File: config.mk
export PLATFORM = sky130hd
export DESIGN_NAME = distance_vector_route_table
export DESIGN_NICKNAME = d
export VERILOG_FILES = /design/src/rtl/core/dvrt_pkg.sv /design/src/rtl/core/dvrt_alu.sv /design/src/rtl/core/dvrt_table.sv /design/src/rtl/core/distance_vector_route_table.sv
export SDC_FILE = /design/constraint.sdc
export NUM_CORES = 1
export LEC_CHECK = 0
export ABC_AREA = 1
export BUFFER_PORTS_ARGS = -buffer_cell sky130_fd_sc_hd__buf_2
export CAP_MARGIN = 20
export CORE_AREA = 4 4 208 210
export CTS_BUF_LIST = sky130_fd_sc_hd__clkbuf_8
export CTS_CLUSTER_DIAMETER = 120
export DETAILED_ROUTE_END_ITERATION = 6
export DIE_AREA = 0 0 212 214
export GPL_TIMING_DRIVEN = 0
export MAX_ROUTING_LAYER = met4
export PLACE_DENSITY_LB_ADDON = 0.05
export SYNTH_ARGS = -nofsm -noshare
export SYNTH_HDL_FRONTEND = slang
export SYNTH_SLANG_ARGS = --single-unit
File: constraint.sdc
create_clock -name clock -period 4.85 [get_ports clock]
set_input_delay 0.2425 -clock clock [delete_from_list [all_inputs] [get_ports clock]]
set_output_delay 0.2425 -clock clock [all_outputs]
set_load 0.02 [all_outputs]
File: src/rtl/core/dvrt_pkg.sv
// Shared types, constants and helpers for the distance-vector route table.
package dvrt_pkg;

   localparam int NODES      = 8;
   localparam int NODE_W     = 3;
   localparam int COST_W     = 16;
   localparam int MISS_W     = 4;
   localparam int CSR_IDX_W  = 1;
   localparam int CSR_DATA_W = 4;

   localparam logic [COST_W-1:0] INF_COST = 16'hFFFF;
   localparam logic [MISS_W-1:0] MISS_MAX = 4'hF;

   localparam logic [NODE_W-1:0] SELF_ID_RESET    = 3'd0;
   localparam logic [MISS_W-1:0] MISS_LIMIT_RESET = 4'd3;

   typedef enum logic [1:0] {
      KIND_VECTOR = 2'd0,
      KIND_TICK   = 2'd1,
      KIND_LINK   = 2'd2,
      KIND_QUERY  = 2'd3
   } kind_type;

   localparam logic [CSR_IDX_W-1:0] CSR_SELF_ID    = 1'b0;
   localparam logic [CSR_IDX_W-1:0] CSR_MISS_LIMIT = 1'b1;

   // one row of the table: route plus per-neighbor bookkeeping
   typedef struct packed {
      logic [COST_W-1:0] route_cost;
      logic [NODE_W-1:0] hop;
      logic              hop_valid;
      logic [COST_W-1:0] link_cost;
      logic              neighbor;
      logic              heard;
      logic [MISS_W-1:0] miss;
   } entry_type;

   localparam entry_type ENTRY_RESET = '{
      route_cost: INF_COST,
      hop:        '0,
      hop_valid:  1'b0,
      link_cost:  INF_COST,
      neighbor:   1'b0,
      heard:      1'b0,
      miss:       '0
   };

   typedef struct packed {
      logic [NODE_W-1:0] dest_node;
      logic [NODE_W-1:0] next_hop;
      logic [COST_W-1:0] route_cost;
      logic              reachable;
      logic              is_local;
      logic              last;
   } rsp_type;

   typedef struct packed {
      logic [COST_W-1:0] sum;
      logic              less;
   } alu_res_type;

   function automatic logic in_range(input logic [NODE_W-1:0] idx);
      return 32'(idx) < NODES;
   endfunction

   // Build the result for one destination from its stored row.
   function automatic rsp_type emit(input entry_type ent,
                                    input logic [NODE_W-1:0] idx,
                                    input logic [NODE_W-1:0] self_id,
                                    input logic last);
      rsp_type r;
      r.dest_node  = idx;
      r.next_hop   = '0;
      r.route_cost = INF_COST;
      r.reachable  = 1'b0;
      r.is_local   = (idx == self_id);
      r.last       = last;
      if (in_range(idx)) begin
         if (idx == self_id) begin
            r.route_cost = '0;
            r.next_hop   = self_id;
            r.reachable  = 1'b1;
         end else begin
            r.route_cost = ent.route_cost;
            if (ent.hop_valid && ent.route_cost != INF_COST) begin
               r.reachable = 1'b1;
               r.next_hop  = ent.hop;
            end
         end
      end
      return r;
   endfunction

endpackage

File: src/rtl/core/dvrt_alu.sv
// Saturating cost adder with strict less-than compare.
module dvrt_alu (
   input  logic [dvrt_pkg::COST_W-1:0] op_a,
   input  logic [dvrt_pkg::COST_W-1:0] op_b,
   input  logic [dvrt_pkg::COST_W-1:0] op_limit,
   output dvrt_pkg::alu_res_type       res
);

   logic [dvrt_pkg::COST_W:0]   raw_sum;
   logic [dvrt_pkg::COST_W-1:0] sat_sum;

   always_comb begin
      raw_sum  = {1'b0, op_a} + {1'b0, op_b};
      sat_sum  = raw_sum[dvrt_pkg::COST_W] ? dvrt_pkg::INF_COST
                                          : raw_sum[dvrt_pkg::COST_W-1:0];
      res.sum  = sat_sum;
      res.less = sat_sum < op_limit;
   end

endmodule

File: src/rtl/core/dvrt_table.sv
// Per-node route table storage: one read index and one row write per cycle.
module dvrt_table (
   input  logic                        clock,
   input  logic                        reset,
   input  logic [dvrt_pkg::NODE_W-1:0] rd_idx,
   output dvrt_pkg::entry_type         rd_ent,
   input  logic                        wr_en,
   input  logic [dvrt_pkg::NODE_W-1:0] wr_idx,
   input  dvrt_pkg::entry_type         wr_ent
);

   dvrt_pkg::entry_type ent_ff [dvrt_pkg::NODES];
   dvrt_pkg::entry_type ent_in [dvrt_pkg::NODES];

   always_comb begin
      ent_in = ent_ff;
      if (wr_en) begin
         ent_in[wr_idx] = wr_ent;
      end
   end

   assign rd_ent = ent_ff[rd_idx];

   always_ff @(posedge clock) begin
      if (reset) begin
         for (int i = 0; i < dvrt_pkg::NODES; i++) begin
            ent_ff[i] <= dvrt_pkg::ENTRY_RESET;
         end
      end else begin
         ent_ff <= ent_in;
      end
   end

endmodule

File: src/rtl/core/distance_vector_route_table.sv
// Distance-vector route table top level: sequencer, config registers, result register.
// Vector entry: sender row state, then destination relax state (sender row only when
// the destination is this node). Link cost: link state. Query: the result is
// registered once the result register is free. Tick: NODES results, one table row a
// cycle while the result is not stalled, aged as it is dumped. Next request is taken
// once back in idle. Synchronous reset clears the whole table; no clearing pass.
module distance_vector_route_table (
   input  logic                            clock,
   input  logic                            reset,
   input  logic                            req_valid,
   output logic                            req_ready,
   input  logic [1:0]                      req_kind,
   input  logic [dvrt_pkg::NODE_W-1:0]     req_node,
   input  logic [dvrt_pkg::NODE_W-1:0]     req_dest,
   input  logic [dvrt_pkg::COST_W-1:0]     req_cost,
   output logic                            rsp_valid,
   input  logic                            rsp_ready,
   output logic [dvrt_pkg::NODE_W-1:0]     rsp_dest_node,
   output logic [dvrt_pkg::NODE_W-1:0]     rsp_next_hop,
   output logic [dvrt_pkg::COST_W-1:0]     rsp_route_cost,
   output logic                            rsp_reachable,
   output logic                            rsp_is_local,
   output logic                            rsp_last,
   input  logic                            csr_valid,
   output logic                            csr_ready,
   input  logic [dvrt_pkg::CSR_IDX_W-1:0]  csr_index,
   input  logic [dvrt_pkg::CSR_DATA_W-1:0] csr_data
);

   typedef enum logic [5:0] {
      ST_IDLE  = 6'b000001,
      ST_VNODE = 6'b000010,
      ST_VDEST = 6'b000100,
      ST_LINK  = 6'b001000,
      ST_QUERY = 6'b010000,
      ST_TICK  = 6'b100000
   } state_type;

   state_type                     state_ff, state_in;
   logic [dvrt_pkg::NODE_W-1:0]   node_ff, node_in;
   logic [dvrt_pkg::NODE_W-1:0]   dest_ff, dest_in;
   logic [dvrt_pkg::COST_W-1:0]   cost_ff, cost_in;
   logic [dvrt_pkg::NODE_W-1:0]   idx_ff, idx_in;
   logic [dvrt_pkg::COST_W-1:0]   ncost_ff, ncost_in;
   logic [dvrt_pkg::NODE_W-1:0]   nhop_ff, nhop_in;
   logic                          nvalid_ff, nvalid_in;
   logic [dvrt_pkg::NODE_W-1:0]   self_id_ff, self_id_in;
   logic [dvrt_pkg::MISS_W-1:0]   miss_limit_ff, miss_limit_in;
   dvrt_pkg::rsp_type             rsp_ff, rsp_in;
   logic                          rsp_valid_ff, rsp_valid_in;

   logic [dvrt_pkg::NODE_W-1:0]   rd_idx;
   dvrt_pkg::entry_type           rd_ent;
   logic                          wr_en;
   logic [dvrt_pkg::NODE_W-1:0]   wr_idx;
   dvrt_pkg::entry_type           wr_ent;
   dvrt_pkg::entry_type           ent;
   dvrt_pkg::alu_res_type         alu_res;
   logic                          out_free;
   logic                          tick_last;

   dvrt_table u_table (
      .clock  (clock),
      .reset  (reset),
      .rd_idx (rd_idx),
      .rd_ent (rd_ent),
      .wr_en  (wr_en),
      .wr_idx (wr_idx),
      .wr_ent (wr_ent)
   );

   // sender cost plus advertised cost against the destination's current cost
   dvrt_alu u_alu (
      .op_a     (ncost_ff),
      .op_b     (cost_ff),
      .op_limit (rd_ent.route_cost),
      .res      (alu_res)
   );

   assign out_free  = !rsp_valid_ff || rsp_ready;
   assign tick_last = (idx_ff == dvrt_pkg::NODE_W'(dvrt_pkg::NODES - 1));
   assign req_ready = (state_ff == ST_IDLE);
   assign csr_ready = 1'b1;

   always_comb begin
      self_id_in    = self_id_ff;
      miss_limit_in = miss_limit_ff;
      if (csr_valid) begin
         unique case (csr_index)
            dvrt_pkg::CSR_SELF_ID:    self_id_in    = csr_data[dvrt_pkg::NODE_W-1:0];
            dvrt_pkg::CSR_MISS_LIMIT: miss_limit_in = csr_data[dvrt_pkg::MISS_W-1:0];
            default: ;
         endcase
      end
   end

   always_comb begin
      state_in     = state_ff;
      node_in      = node_ff;
      dest_in      = dest_ff;
      cost_in      = cost_ff;
      idx_in       = idx_ff;
      ncost_in     = ncost_ff;
      nhop_in      = nhop_ff;
      nvalid_in    = nvalid_ff;
      rsp_in       = rsp_ff;
      rsp_valid_in = rsp_valid_ff && !rsp_ready;
      rd_idx       = node_ff;
      wr_en        = 1'b0;
      wr_idx       = node_ff;
      ent          = rd_ent;

      unique case (state_ff)
         ST_IDLE: begin
            if (req_valid) begin
               node_in = req_node;
               dest_in = req_dest;
               cost_in = req_cost;
               idx_in  = '0;
               unique case (dvrt_pkg::kind_type'(req_kind))
                  dvrt_pkg::KIND_VECTOR: begin
                     if (dvrt_pkg::in_range(req_node) && dvrt_pkg::in_range(req_dest)
                         && req_node != self_id_ff) begin
                        state_in = ST_VNODE;
                     end
                  end
                  dvrt_pkg::KIND_TICK: state_in = ST_TICK;
                  dvrt_pkg::KIND_LINK: begin
                     if (dvrt_pkg::in_range(req_node) && req_node != self_id_ff) begin
                        state_in = ST_LINK;
                     end
                  end
                  dvrt_pkg::KIND_QUERY: state_in = ST_QUERY;
                  default: ;
               endcase
            end
         end

         ST_VNODE: begin
            ent.heard = 1'b1;
            // sender was declared down: bring its direct link route back
            if (rd_ent.miss >= miss_limit_ff) begin
               ent.miss       = '0;
               ent.route_cost = rd_ent.link_cost;
               ent.hop        = node_ff;
               ent.hop_valid  = 1'b1;
            end
            wr_en     = 1'b1;
            ncost_in  = ent.route_cost;
            nhop_in   = ent.hop;
            nvalid_in = ent.hop_valid;
            state_in  = (dest_ff == self_id_ff) ? ST_IDLE : ST_VDEST;
         end

         ST_VDEST: begin
            rd_idx = dest_ff;
            wr_idx = dest_ff;
            if (alu_res.less) begin
               ent.route_cost = alu_res.sum;
               ent.hop        = nhop_ff;
               ent.hop_valid  = nvalid_ff;
               wr_en          = 1'b1;
            end
            state_in = ST_IDLE;
         end

         ST_LINK: begin
            ent.link_cost  = cost_ff;
            ent.neighbor   = 1'b1;
            ent.route_cost = cost_ff;
            ent.hop        = node_ff;
            ent.hop_valid  = 1'b1;
            wr_en          = 1'b1;
            state_in       = ST_IDLE;
         end

         ST_QUERY: begin
            if (out_free) begin
               rsp_in       = dvrt_pkg::emit(rd_ent, node_ff, self_id_ff, 1'b0);
               rsp_valid_in = 1'b1;
               state_in     = ST_IDLE;
            end
         end

         ST_TICK: begin
            rd_idx = idx_ff;
            wr_idx = idx_ff;
            if (out_free) begin
               // dump the row first, then age it; later rows are untouched
               rsp_in       = dvrt_pkg::emit(rd_ent, idx_ff, self_id_ff, tick_last);
               rsp_valid_in = 1'b1;
               if (rd_ent.neighbor) begin
                  if (rd_ent.heard) begin
                     ent.miss = '0;
                  end else if (rd_ent.miss < dvrt_pkg::MISS_MAX) begin
                     ent.miss = rd_ent.miss + 1'b1;
                  end
                  if (ent.miss >= miss_limit_ff && idx_ff != self_id_ff) begin
                     ent.route_cost = dvrt_pkg::INF_COST;
                     ent.hop_valid  = 1'b0;
                  end
                  ent.heard = 1'b0;
                  wr_en     = 1'b1;
               end
               idx_in   = idx_ff + 1'b1;
               state_in = tick_last ? ST_IDLE : ST_TICK;
            end
         end

         default: state_in = ST_IDLE;
      endcase
      wr_ent = ent;
   end

   always_ff @(posedge clock) begin
      if (reset) begin
         state_ff      <= ST_IDLE;
         rsp_valid_ff  <= 1'b0;
         self_id_ff    <= dvrt_pkg::SELF_ID_RESET;
         miss_limit_ff <= dvrt_pkg::MISS_LIMIT_RESET;
         idx_ff        <= '0;
      end else begin
         state_ff      <= state_in;
         rsp_valid_ff  <= rsp_valid_in;
         self_id_ff    <= self_id_in;
         miss_limit_ff <= miss_limit_in;
         idx_ff        <= idx_in;
      end
   end

   always_ff @(posedge clock) begin
      node_ff   <= node_in;
      dest_ff   <= dest_in;
      cost_ff   <= cost_in;
      ncost_ff  <= ncost_in;
      nhop_ff   <= nhop_in;
      nvalid_ff <= nvalid_in;
      rsp_ff    <= rsp_in;
   end

   assign rsp_valid      = rsp_valid_ff;
   assign rsp_dest_node  = rsp_ff.dest_node;
   assign rsp_next_hop   = rsp_ff.next_hop;
   assign rsp_route_cost = rsp_ff.route_cost;
   assign rsp_reachable  = rsp_ff.reachable;
   assign rsp_is_local   = rsp_ff.is_local;
   assign rsp_last       = rsp_ff.last;

endmodule

# Yosys cells after proc, flatten, opt, wreduce, memory -nomap -nowiden

Index checks and enable logic that the tools add are counted.

Input port bits: 34
Output and inout port bits: 28
Bits in registers: 420
Logic and storage cells: 177

Reductions and logical operators: 18
Bitwise gates (word level): 2
Magnitude comparators: 6
Add/sub/neg operators: 3
Mux-type cells: 54
Equality and inequality tests: 21

Operators by type and width:

| cell                   | number |
|---|---|
| $bwmux W336            | 1 |
| $bmux W42 S3           | 1 |
| $demux W42 S3          | 1 |
| $mux W42               | 3 |
| $mux W20               | 4 |
| $mux W16               | 4 |
| $pmux W16 S4           | 1 |
| $mux W25               | 2 |
| $pmux W25 S2           | 1 |
| $pmux W6 S4            | 2 |
| $mux W6                | 6 |
| $mux W4                | 6 |
| $add A16 B16 Y17       | 1 |
| $mux W17               | 1 |
| $lt A16 B16 Y1         | 1 |
| $ne A16 B16 Y1 const B | 1 |
| $mux W3                | 4 |
| $pmux W3 S2            | 2 |
| $mux W5                | 2 |
| $pmux W5 S2            | 1 |
| $eq A3 B3 Y1           | 3 |
| $mux W1                | 9 |
| $pmux W3 S3            | 1 |
| $ge A4 B4 Y1           | 2 |
| other kinds (30)       | 44 |

# Depth between registers and ports, before layout

Word-level depth: 19
Depth in mapped cells: 35
Depth with buffers taken out: 34

# By module

A second synthesis with hierarchy kept.

Cells, all modules: 3510
Area total of the unflattened synthesis: 22790.6 µm²

Modules (own cells, without submodules):

| module                      | cells an instance | area an instance (µm²) | times used |
|---|---|---|---|
| dvrt_table                  | 2590              | 16101.7                | 1 |
| distance_vector_route_table | 714               | 5449.0                 | 1 |
| dvrt_alu                    | 206               | 1239.9                 | 1 |

# Worst setup path before layout

No wires, ideal clock.

Path kind: reg2reg
Start point: register state_ff[5]
End point: register u_table.ent_ff[73] (netlist name)
Slack: 0.852 ns
Setup time: 0.115 ns
Buffers on the path: 3
Clock period less this slack: 3.998 ns
Stages on the path, launching flop included: 36
Data required time: 4.735 ns
Arrival: 3.883 ns
Cells stage by stage: dfxtp_1 > inv_2 > nor2_2 > nand3_2 > nand3_2 > nand3_2 > buf_6 > buf_6 > nor2_1 > o21ai_0 > nand2_1 > nand2_1 > o21ai_1 > inv_1 > ha_1 > inv_1 > nor2_1 > nand2_1 > inv_1 > or2_1 > nand2_1 > nor2_1 > ha_1 > inv_1 > nor2_1 > o211ai_1 > nand3_1 > nand2_1 > nor2_2 > buf_2 > o21ai_0 > nand2_1 > nor2_1 > nand3_2 > nand2_1 > nand2_1

Word-level cells in the longest chain between the ends: 19

Ends and longest elaborated chain:

| element                                              | line                                                                   | source |
|---|---|---|
| start, declared                                      | distance_vector_route_table.sv:39                                      | `state_type state_ff, state_in;` |
| start signal, assigned                               | distance_vector_route_table.sv:223                                     | `state_ff <= state_in;` |
| $eq A6 B6 Y1 / $eq A6 B3 Y1 (equally long branches)  | distance_vector_route_table.sv:113                                     | `unique case (state_ff)` |
| $pmux W3 S2                                          | distance_vector_route_table.sv:113                                     |  |
| $not A3 Y4 (not written as such)                     | dvrt_table.sv:18, dvrt_table.sv:22                                     |  |
| $bmux W42 S3                                         | dvrt_table.sv:22                                                       | `assign rd_ent = ent_ff[rd_idx];` |
| $mux W42 (not written as such) (2 in a row)          | dvrt_table.sv:22                                                       |  |
| $add A4 B1 Y4 / $lt A4 B4 Y1 (equally long branches) | distance_vector_route_table.sv:196, distance_vector_route_table.sv:195 |  |
| $mux W4                                              | distance_vector_route_table.sv:195                                     | `end else if (rd_ent.miss < dvrt_pkg::MISS_MAX) begin` |
| $mux W4                                              | distance_vector_route_table.sv:193                                     | `if (rd_ent.heard) begin` |
| (+2 left out)                                        | --                                                                     |  |
| $mux W4                                              | distance_vector_route_table.sv:113                                     |  |
| $ge A4 B4 Y1                                         | distance_vector_route_table.sv:198                                     | `if (ent.miss >= miss_limit_ff && idx_ff != self_id_ff) begin` |
| $logic_and A1 B1 Y1                                  | distance_vector_route_table.sv:198                                     |  |
| $mux W16                                             | distance_vector_route_table.sv:198                                     |  |
| $mux W16                                             | distance_vector_route_table.sv:192                                     | `if (rd_ent.neighbor) begin` |
| $mux W16                                             | distance_vector_route_table.sv:188                                     | `if (out_free) begin` |
| $pmux W16 S4                                         | distance_vector_route_table.sv:113                                     |  |
| $bwmux W336                                          | dvrt_table.sv:18                                                       | `ent_in[wr_idx] = wr_ent;` |
| end signal, assigned by index                        | dvrt_table.sv:27                                                       | `ent_ff[i] <= dvrt_pkg::ENTRY_RESET;` |
| end signal, assigned                                 | dvrt_table.sv:30                                                       | `ent_ff <= ent_in;` |
| end, declared                                        | dvrt_table.sv:12                                                       | `dvrt_pkg::entry_type ent_ff [dvrt_pkg::NODES];` |

Several ways; a longest one is shown, not always the timed one. The select of a mux whose other input is x is not followed.
A chain may end at the register's enable or synchronous reset.

# Final worst setup path

Start point: register state_ff[5]
End point: register u_table.ent_ff[20] (netlist name)

Word-level cells in the longest chain between the ends: 9

Ends and longest elaborated chain:

| element                                             | line |
|---|---|
| $eq A6 B6 Y1 / $eq A6 B3 Y1 (equally long branches) | distance_vector_route_table.sv:113 |
| $pmux W3 S2                                         | distance_vector_route_table.sv:113 |
| $not A3 Y4 (not written as such)                    | dvrt_table.sv:18, dvrt_table.sv:22 |
| $bmux W42 S3                                        | dvrt_table.sv:22 |
| $mux W42 (not written as such) (2 in a row)         | dvrt_table.sv:22 |
| $lt A16 B16 Y1 / $mux W1 (equally long branches)    | dvrt_alu.sv:17, distance_vector_route_table.sv:192 |
| $mux W1 (on tied branches)                          | distance_vector_route_table.sv:158, distance_vector_route_table.sv:188 |
| $pmux W1 S3                                         | distance_vector_route_table.sv:113 |

Several ways; a longest one is shown, not always the timed one. The select of a mux whose other input is x is not followed.

==> summary.md <==
| Metric | Value |
|---|---|
| I/O pin cnt | `62` |
| Skew-Pair Late Insertion Delay | `around 0.65 ns` |
| Critical Path Start Type | `flop` |
| # setup viols final | `0` |
| Vias in the first global route | `19,879` |
| Most common cell in the netlist | `nand2_1` |
| Slew @ Worst Pin | `1.09 ns` |
| Final Slew Violations | `0` |
| WS Path Type | `flop to flop` |
| Unrepaired setup endpoints after global routing | `yes` |
| Peak supply drop | `between 200 and 250 uV` |
| Global placement routability congestion | `roughly 1` |
| 1st-iter DRT viols | `3,261` |
| All-Layer GR Usage | `between 30% and 40%` |
| Synth top area share | `about 34%` |
| # port buffers | `60` |
| EDFF count, synth | `67` |
| Final #Nets | `3,161` |
| Die Height | `roughly 210 microns` |
| Drt wl/cell | `~23 microns` |
| Die width | `about 210 microns` |
| #FFs+latches synth | `420` |
| Synth warn | `0` |
| Initial antenna violation count | `0` |
| Drt drc | `2` |
| Setup WS pre-CTS | `-1.05 ns` |
| Syn avg cell area | `7.16 sq um` |
| Worst setup margin | `0.0484 ns` |
| Via/cell ratio | `between 5 and 6` |
| Root Driver | `clkbuf_8` |
| Initial Utilization | `between 40 and 50%` |
| Final worst path period share | `between 90 and 100%` |
| Crit path DAT | `~5.4 ns` |
| WP data required | `5.41 ns` |
| Core area | `41,600 sq um` |
| Area growth, synth to finish | `18.6%` |
| PD cells | `528 nW/um^2` |
| Syn_nets | `2,949` |
| Cells after synthesis | `around 2,900` |
| CTS tree | `done` |
| Register area share after synthesis | `about 44%` |
| Post-synthesis cell area | `20,600 sq um` |
| Final ANT Viol Nets | `0` |
| Tmin final | `4.80 ns` |
| Share of cells above drive strength 1 | `14.0%` |
| Worst Skew | `roughly 0.025 ns` |
| First-pass GRT wire length | `approximately 120 mm` |
| Pre-Repair DR Iteration Count | `7` |
| DRT Wirelength | `around 86 mm` |
| Die area | `45,400 sq um` |
| Netlist cell types | `54` |
| Fmax | `roughly 210 MHz` |
| Htree depth | `3` |
| Post-DP HPWL | `about 60 mm` |
| Largest net degree at the start of global routing | `30` |
| Main area contributors after synthesis | `dfxtp_1, nand2_1, edfxtp_1` |
| Clock Pin Slew Worst Setup and Hold Paths | `0.07 ns` |
| Max_cap viols | `0` |
| Final hold violation count | `0` |
| Slew headroom | `between 20% and 30%` |
| Worst min path class | `input pin to flop` |
| Crit-path max FO | `10` |
| Std cell rows | `75` |
| Cts bufs inserted | `74` |
| Fill cells | `~4,000` |
| GR Overflow Total | `0` |
| Main synth FF type | `dfxtp_1` |
| CTS Sinks | `420` |
| Static Leak | `between 10 and 15 nW` |
| Outcome | `finished, violations left` |
| TNS Setup | `0 ns` |
| Vias after detailed routing | `21,887` |
| Crit. End Element | `flop` |
| Leading area contributor after synthesis | `dfxtp_1` |
| Final Util | `58.7%` |
| Clock Tree Buf Depth | `3` |
| Most frequent cells after synthesis | `nand2_1, dfxtp_1, nand3_1, nor2_1, a21oi_1` |
| Violated checks | `design-rule violations` |
| Async SR Flop Fraction | `0%` |
-- registers in the layout, indices dropped and copies added (netlist names), 3 cells and up --
signal	count
miss_limit_ff	4
node_ff	3
rsp_next_hop	3
cost_ff	16
self_id_ff	3
rsp_route_cost	16
dest_ff	3
rsp_dest_node	3
idx_ff	3
nhop_ff	3
state_ff	6
u_table.ent_ff	336
ncost_ff	16
-- area by class of cell --
| cell class | count | area (sq um) | area share (%) |
|---|---|---|---|
| diodes | 1 | 2.50 | 0.0103 |
| flip-flops and latches | 420 | 9090 | 37.2 |
| clock buffers | 93 | 1280 | 5.25 |
| plain buffers | 164 | 1010 | 4.14 |
| multi-input cells | 2092 | 10500 | 42.8 |
| repair buffers | 136 | 998 | 4.09 |
| inverters | 196 | 748 | 3.07 |
| clock inverters | 31 | 148 | 0.605 |
| well taps | 539 | 674 | 2.76 |
-- logic make-up (layout without fill, tap and decap cells) --
family                   Yosys count  in the layout  share of synthesized area, %
AND/OR/NAND/NOR                 1556           1556                          32.1
AO/OA/AOI/OAI                    473            473                          12.9
flip-flops                       420            420                          44.1
other                              1              2                        0.0182
adder cells (fa/ha/maj)           43             43                          2.65
buffers and inverters            360            620                          7.38
XOR/XNOR                          19             19                         0.809
-- per-stage QoR --
| step | hold WS, ns | power, mW | instances | instance area, sq um |
|---|---|---|---|---|
| 6_report | 0.0596 | 12.9 | 3672 | 24400 |
| 5_1_grt | 0.0478 | 13.4 | 3671 | 24400 |
| 4_1_cts | 0.0244 | 12.4 | 3649 | 23800 |
| 3_5_place_dp | 0.423 | 8.91 | 3473 | 21600 |
| 3_3_place_gp | 0.420 | 8.84 | 3471 | 21500 |
| 2_1_floorplan | 0.341 | 7.10 | 2872 | 20600 |
-- metal layers --
metal / up-vias / track usage, % / routed length [microns]
met3: 308 / 7.64 / 10100
met1: 10214 / 50.3 / 34200
met5: - / - / 0
li1: 9896 / - / -
met2: 1469 / 54.3 / 36800
met4: 0 / 16.2 / 4590
-- timing repair --
item                                    in CTS  in global routing
buffers inserted                            16                 21
resized for setup                           76                142
endpoints found under the setup margin     352                336
hold buffers                                36                  0
endpoints found under the hold margin       32                  0
cloned                                       0                  1
pin swaps                                    9                 27
-- critical path, cell delays in order, from the launching register on --
cell and delay (ns):
dfxtp_2 0.35, inv_2 0.06, nor2_4 0.15, buf_4 0.15, nand3_2 0.14, nand3_4 0.22, buf_4 0.16, clkbuf_1 0.65
a21oi_1 0.08, o21ai_0 0.24, nand2_2 0.14, inv_1 0.26, ha_1 0.29, nand2_1 0.08, nor2_1 0.05, a211oi_1 0.23
o221a_2 0.32, nand3_2 0.14, nand2_8 0.19, nand2_4 0.15, inv_2 0.19, buf_4 0.27, nand2_1 0.08, nand3_1 0.10
-- final timing paths --
path	from	endpoint	slack, ns	cells after the start
setup / recovery	state_ff[5]	u_table.ent_ff[20]	0.05	23
setup reg to reg	state_ff[5]	u_table.ent_ff[20]	0.05	23
hold / removal	req_valid	node_ff[0]	0.06	3
hold reg to reg	u_table.ent_ff[38]	u_table.ent_ff[38]	0.47	2
-- power by group --
group	leakage (nW)	total, mW	internal, mW	switching, mW
clock	0.815	3.27	1.72	1.55
combinational	6.73	5.67	1.57	4.10
sequential	3.47	3.94	3.82	0.120
-- cell usage in the layout (no fill, tap or decap), types with 36 or more instances in the layout --
| cell | instances |
|---|---|
| nand2_1 | 892 |
| nor2_1 | 226 |
| buf_2 | 90 |
| a22oi_1 | 37 |
| ha_1 | 42 |
| inv_1 | 187 |
| dlygate4sd3_1 | 36 |
| o21ai_0 | 71 |
| clkbuf_8 | 93 |
| edfxtp_1 | 67 |
| o21ai_1 | 62 |
| clkbuf_1 | 44 |
| nand3_1 | 290 |
| a21oi_1 | 225 |
| dfxtp_1 | 347 |
| buf_4 | 59 |
Note: power is estimated with default switching activity, not from simulation.
